===== src/hdl/bafl_pkg.sv =====
`timescale 1ns / 1ps
// ----------------------------------------------------------------------------
// bafl_pkg: shared definitions of the bump allocator with free list
// Sizes, widths, register indexes, status codes and the shared adder types.
// ----------------------------------------------------------------------------
package bafl_pkg;

  // Allocator geometry (ALIGN_BYTES must be a power of two)
  localparam int FREE_DEPTH   = 16;
  localparam int HEAP_BYTES   = 64 * 1024;
  localparam int HEADER_BYTES = 8;
  localparam int ALIGN_BYTES  = 4;

  // Register reset values
  localparam logic [31:0] HEAP_BASE_RST  = 32'h4800_0000;
  localparam logic [31:0] HEAP_LIMIT_RST = HEAP_BASE_RST + 32'(HEAP_BYTES);

  // Field widths
  localparam int ADDR_W = 32;
  localparam int SIZE_W = 16;

  // Derived widths
  localparam int FREE_IDX_W  = (FREE_DEPTH > 1) ? $clog2(FREE_DEPTH) : 1;
  localparam int CNT_W       = $clog2(FREE_DEPTH + 1);
  localparam int ALIGN_SHIFT = $clog2(ALIGN_BYTES);
  localparam int SLOTS       = HEAP_BYTES / ALIGN_BYTES;
  localparam int SLOT_W      = $clog2(SLOTS);
  localparam int FOFF_W      = $clog2(HEAP_BYTES);        // offset of a live header
  localparam int OFF_W       = $clog2(HEAP_BYTES + 1);    // bump offset, may reach the end
  localparam int TOT_W       = $clog2((2 ** SIZE_W) + HEADER_BYTES + ALIGN_BYTES);
  localparam int NEND_W      = ((OFF_W > TOT_W) ? OFF_W : TOT_W) + 1;
  localparam int ALU_W       = ADDR_W + 2;

  // Configuration register indexes
  localparam int CFG_IDX_W = 2;
  typedef enum logic [CFG_IDX_W-1:0] {
    CFG_HEAP_BASE  = 2'd0,
    CFG_HEAP_LIMIT = 2'd1
  } cfg_idx_e;

  // Request kinds
  typedef enum logic {
    REQ_ALLOC = 1'b0,
    REQ_FREE  = 1'b1
  } req_type_e;

  // Result status codes
  typedef enum logic [2:0] {
    ST_REUSED  = 3'd0,
    ST_BUMPED  = 3'd1,
    ST_OOM     = 3'd2,
    ST_FREED   = 3'd3,
    ST_IGNORED = 3'd4
  } status_e;

  // Shared adder operation and result
  typedef struct packed {
    logic [ALU_W-1:0] a;
    logic [ALU_W-1:0] b;
    logic             sub;
  } alu_req_t;

  typedef struct packed {
    logic [ALU_W-1:0] sum;
    logic             neg;
  } alu_rsp_t;

endpackage


===== src/hdl/bafl_alu.sv =====
`timescale 1ns / 1ps
// ----------------------------------------------------------------------------
// bafl_alu: shared add / subtract unit
// Adds or subtracts two zero-extended operands. With both operands below
// 2**(ALU_W-1), neg flags a < b on a subtract.
// ----------------------------------------------------------------------------
module bafl_alu import bafl_pkg::*; (
  input  alu_req_t req_i,
  output alu_rsp_t rsp_o
);

  logic [ALU_W-1:0] b_op;

  // Two's complement subtract: invert b and carry in one
  assign b_op      = req_i.sub ? ~req_i.b : req_i.b;
  assign rsp_o.sum = req_i.a + b_op + ALU_W'(req_i.sub);
  assign rsp_o.neg = rsp_o.sum[ALU_W-1];

endmodule


===== config.mk =====
export PLATFORM = sky130hd
export DESIGN_NAME = bafl_alu
export DESIGN_NICKNAME = d
export VERILOG_FILES = /design/src/hdl/bafl_pkg.sv /design/src/hdl/bafl_alu.sv
export SDC_FILE = /design/constraint.sdc
export NUM_CORES = 1
export LEC_CHECK = 0
export BUFFER_PORTS_ARGS = -buffer_cell sky130_fd_sc_hd__buf_4
export CAP_MARGIN = 5
export CORE_ASPECT_RATIO = 1.2
export CORE_UTILIZATION = 40
export DETAILED_ROUTE_END_ITERATION = 8
export PLACE_DENSITY = 0.81
export SYNTH_ARGS = -nofsm -noshare
export SYNTH_HDL_FRONTEND = slang
export SYNTH_SLANG_ARGS = --single-unit

===== constraint.sdc =====
create_clock -name vclk -period 4.76
set_input_delay 0.714 -clock vclk [all_inputs]
set_output_delay 0.714 -clock vclk [all_outputs]
set_load 0.01 [all_outputs]

; Word-level counts from Yosys, hierarchy flattened
; Cells that the tools add are included.
[op_classes]
n_lt_le_gt_ge = 0
mul = 0
reduce_logical = 0
bitwise_logic = 1
mux = 1
shifts = 0
n_div = 0
eq_ne = 0
n_addsub = 2
[op_table]
columns = operator, n
row1 = $add 34x1->34, 1
row2 = $add 34x34->34, 1
row3 = $mux 34, 1
row4 = $not 34->34, 1
[word_totals]
ram_bits = 0
out_inout_bits = 35
mem_count = 0
word_cells = 4
input_bits = 69
regBits = 0
latch_bits = 0
romBits = 0

; Depth between registers and ports, before layout
[logic_depth]
ltp_word = 4
depth_mapped = 13

; Worst setup path before layout
; No wires, ideal clock.
[synth_path]
path_kind = input -> output
from = in req_i[0] in the netlist's numbering
to = out rsp_o[31] in the netlist's numbering
path_stages = 11
slack_ps = 645
n_path_buf = 2
required_time_ps = 4046
arrival_time_ps = 3401
path_cell_list = buf_2 > buf_1 > xor2_1 > fa_1 > a21oi_1 > o21ai_1 > a311o_1 > o21a_1 > a31oi_4 > o41ai_2 > xnor2_1
[synth_lines]
columns = item, line_no
row1 = from (decl), bafl_alu.sv:8  ; input alu_req_t req_i,
row2 = to (decl), bafl_alu.sv:9  ; output alu_rsp_t rsp_o

==> flow_summary_export.csv <==
group,metric,value,unit
die,rows,28,
cts,cts_resized,0,
die,initial_core_util,42.3,%
worst_setup_path,start_kind,"primary input",
global_route,grt-ovfl-total,0,
outcome,status,"completed",
routing,vias_per_cell,5.52,
timing,timing.final.ws_setup,0.508,ns
placed_design,post-place-ws,0.495,ns
routing,num_vias,2429,
worst_setup_path,path_max_fanout,34,
timing,slew_viol_final,0,
worst_setup_path,crit_start,"req_i[0]",
worst_setup_path,worstPathRequired,4.05,ns
routing,drt_pass1_iterations,4,
routing,wl_per_cell,13.2,microns
timing,period_share,89.3,%
routing,drtIter0Drc,97,
timing,worst_pin_slew,0.512,ns
die,dieHeight,81.8,microns
global_route,grt_max_degree,35,
worst_setup_path,cp-endpoint,"rsp_o[31]",
worst_setup_path,crit_type,"primary input to output port",
logic_synthesis,synth.yosys.seq_area_share,0,%
cells_and_area,regArea,0,sq um
worst_hold_path,min_path_type,"primary input to output port",
cells_and_area,nNetsFinal,484,
routing,ant_nets,0,
placed_design,gp_congestion,0.866,
cells_and_area,final_layout_size_suffix_gt1_share,30.0,%
timing,hold_violations,0,
routing,drc,0,
global_route,antenna_found_initial,0,
logic_synthesis,syn_nets,390,
worst_setup_path,cp.arrival,3.54,ns
timing,setup_violations,0,
timing,tns,0,ns
cells_and_area,fill_cells,493,
logic_synthesis,netlist_instances,288,
pwr,p_per_area,230,nW/um^2
pwr,vdd_ir_drop_max,0.000113,V
timing,period_needed,4.25,ns
placed_design,io_buffer_count,104,
global_route,grt_pass1_wl,9200,microns
timing,fmax,0.235,GHz
timing,rsz0062_at_grt,"false",
timing,slew_headroom,65.9,%
logic_synthesis,ys_types,45,
die,die_x,68.5,microns
logic_synthesis,ys_warn_count,0,
placed_design,place_hpwl,4990,microns
logic_synthesis,synth_area_per_cell,7.36,sq um
cts,postCtsSetupBuffers,0,
global_route,grt_util_all_layers,20.1,%
cells_and_area,clock_buffers,0,
routing,routed_wl,5790,microns
flow_run,drv_cap,0,
cells_and_area,design.seq.count,0,
die,die-area,5600,sq um
logic_synthesis,synthesis.area,2120,sq um
cells_and_area,diodes,0,
die,core,5010,sq um
timing,hold_slack,1.72,ns
global_route,grt_pass1_vias,2291,
cells_and_area,area_growth,37.9,%
pwr,leakage,1.43,nW
die,io_pins,104,
worst_setup_path,critPathCaptureType,"output port",
cts,cts_hold_buf,0,
report_power, final:
part,internal (mW),total [mW],switching (mW)
combinational,0.327,0.673,0.346
clock,0,0,0
sequential,0,0,0
worst min path at each step:
| stage | startpoint | end | depth (start not counted) | slack [ns] |
|---|---|---|---|---|
| floorplan | req_i[1] | rsp_o[1] | 1 | 1.50 |
| global placement | req_i[35] | rsp_o[1] | 3 | 1.71 |
| detailed placement | req_i[1] | rsp_o[1] | 3 | 1.72 |
| CTS | req_i[1] | rsp_o[1] | 3 | 1.72 |
| global route | req_i[35] | rsp_o[1] | 3 | 1.72 |
| finish | req_i[1] | rsp_o[1] | 3 | 1.72 |
placed cells by master, fill, tap and decap left out, types with 2 or more instances in the layout:
cell type,count
buf_4,104
xor2_1,47
a21oi_1,33
ha_1,32
nand2_1,29
xnor2_1,20
o21ai_0,13
a21o_1,13
nor2_1,12
o21bai_1,8
inv_1,6
nand4_1,6
o211ai_1,5
and2_1,5
a31oi_1,4
nor3_1,3
and3_1,3
nand3_1,3
a221oi_1,3
o21ai_1,3
o21a_1,3
and4_1,2
and3_4,2
o41ai_2,2
o31ai_1,2
Yosys cell counts, types with 2 or more instances:
master,number,area (sq um)
nor2_1,12,45.0
o21a_1,3,22.5
a21o_1,13,97.6
and3_1,3,18.8
and3_4,2,22.5
nand2_1,29,109
xor2_1,47,412
nand4_1,6,37.5
a21oi_1,33,165
and2_1,5,31.3
o21ai_0,13,65.1
and4_1,2,17.5
a31oi_1,4,25.0
a221oi_1,3,26.3
o41ai_2,2,32.5
buf_1,3,11.3
clkbuf_1,6,22.5
nor3_1,3,15.0
o31ai_1,2,15.0
inv_1,6,22.5
o21bai_1,8,60.1
buf_2,2,10.0
nand3_1,3,15.0
o211ai_1,5,37.5
ha_1,32,400
xnor2_1,20,175
o21ai_1,3,15.0
per-layer routing:
metal	part of all wire (%)	track usage [%]	up-vias
li1	-	-	1247
met1	42	23.1	1089
met2	53	40.5	89
met3	4.7	0.556	4
met4	0.73	2.71	0
met5	0	0	-
area by class of cell:
class	count	area (sq um)	area share [%]
inverters	6	22.5	0.770
repair buffers	104	781	26.7
multi-input cells	270	2050	70.0
well taps	60	75.1	2.57
logic make-up after synthesis:
kind of cell / Yosys count / share of synthesized area [%]
AO/OA/AOI/OAI: 103 / 33.6
XOR/XNOR: 67 / 27.7
AND/OR/NAND/NOR: 66 / 15.0
adder cells (fa/ha/maj): 33 / 19.8
multiplexers: 1 / 0.472
buffers and inverters: 18 / 3.48
stage by stage:
step | power (mW) | instances | util (%) | instance area (sq um)
floorplan | 0.414 | 288 | - | 2120
global placement | 0.663 | 440 | 58.4 | 2930
detailed placement | 0.670 | 440 | 58.4 | 2930
CTS | 0.674 | 440 | 58.4 | 2930
global route | 0.738 | 440 | 58.4 | 2930
finish | 0.673 | 440 | 58.4 | 2930
worst max-delay path, stage by stage:
cell and delay [ns]:
buf_4 0.42, xor2_1 0.20, fa_1 0.46, a21oi_1 0.22
o21ai_1 0.13, a311o_1 0.43, o21a_1 0.24, a31oi_4 0.28
o41ai_2 0.10, xnor2_1 0.17, buf_4 0.15
Note: power is estimated with default switching activity, not from simulation.
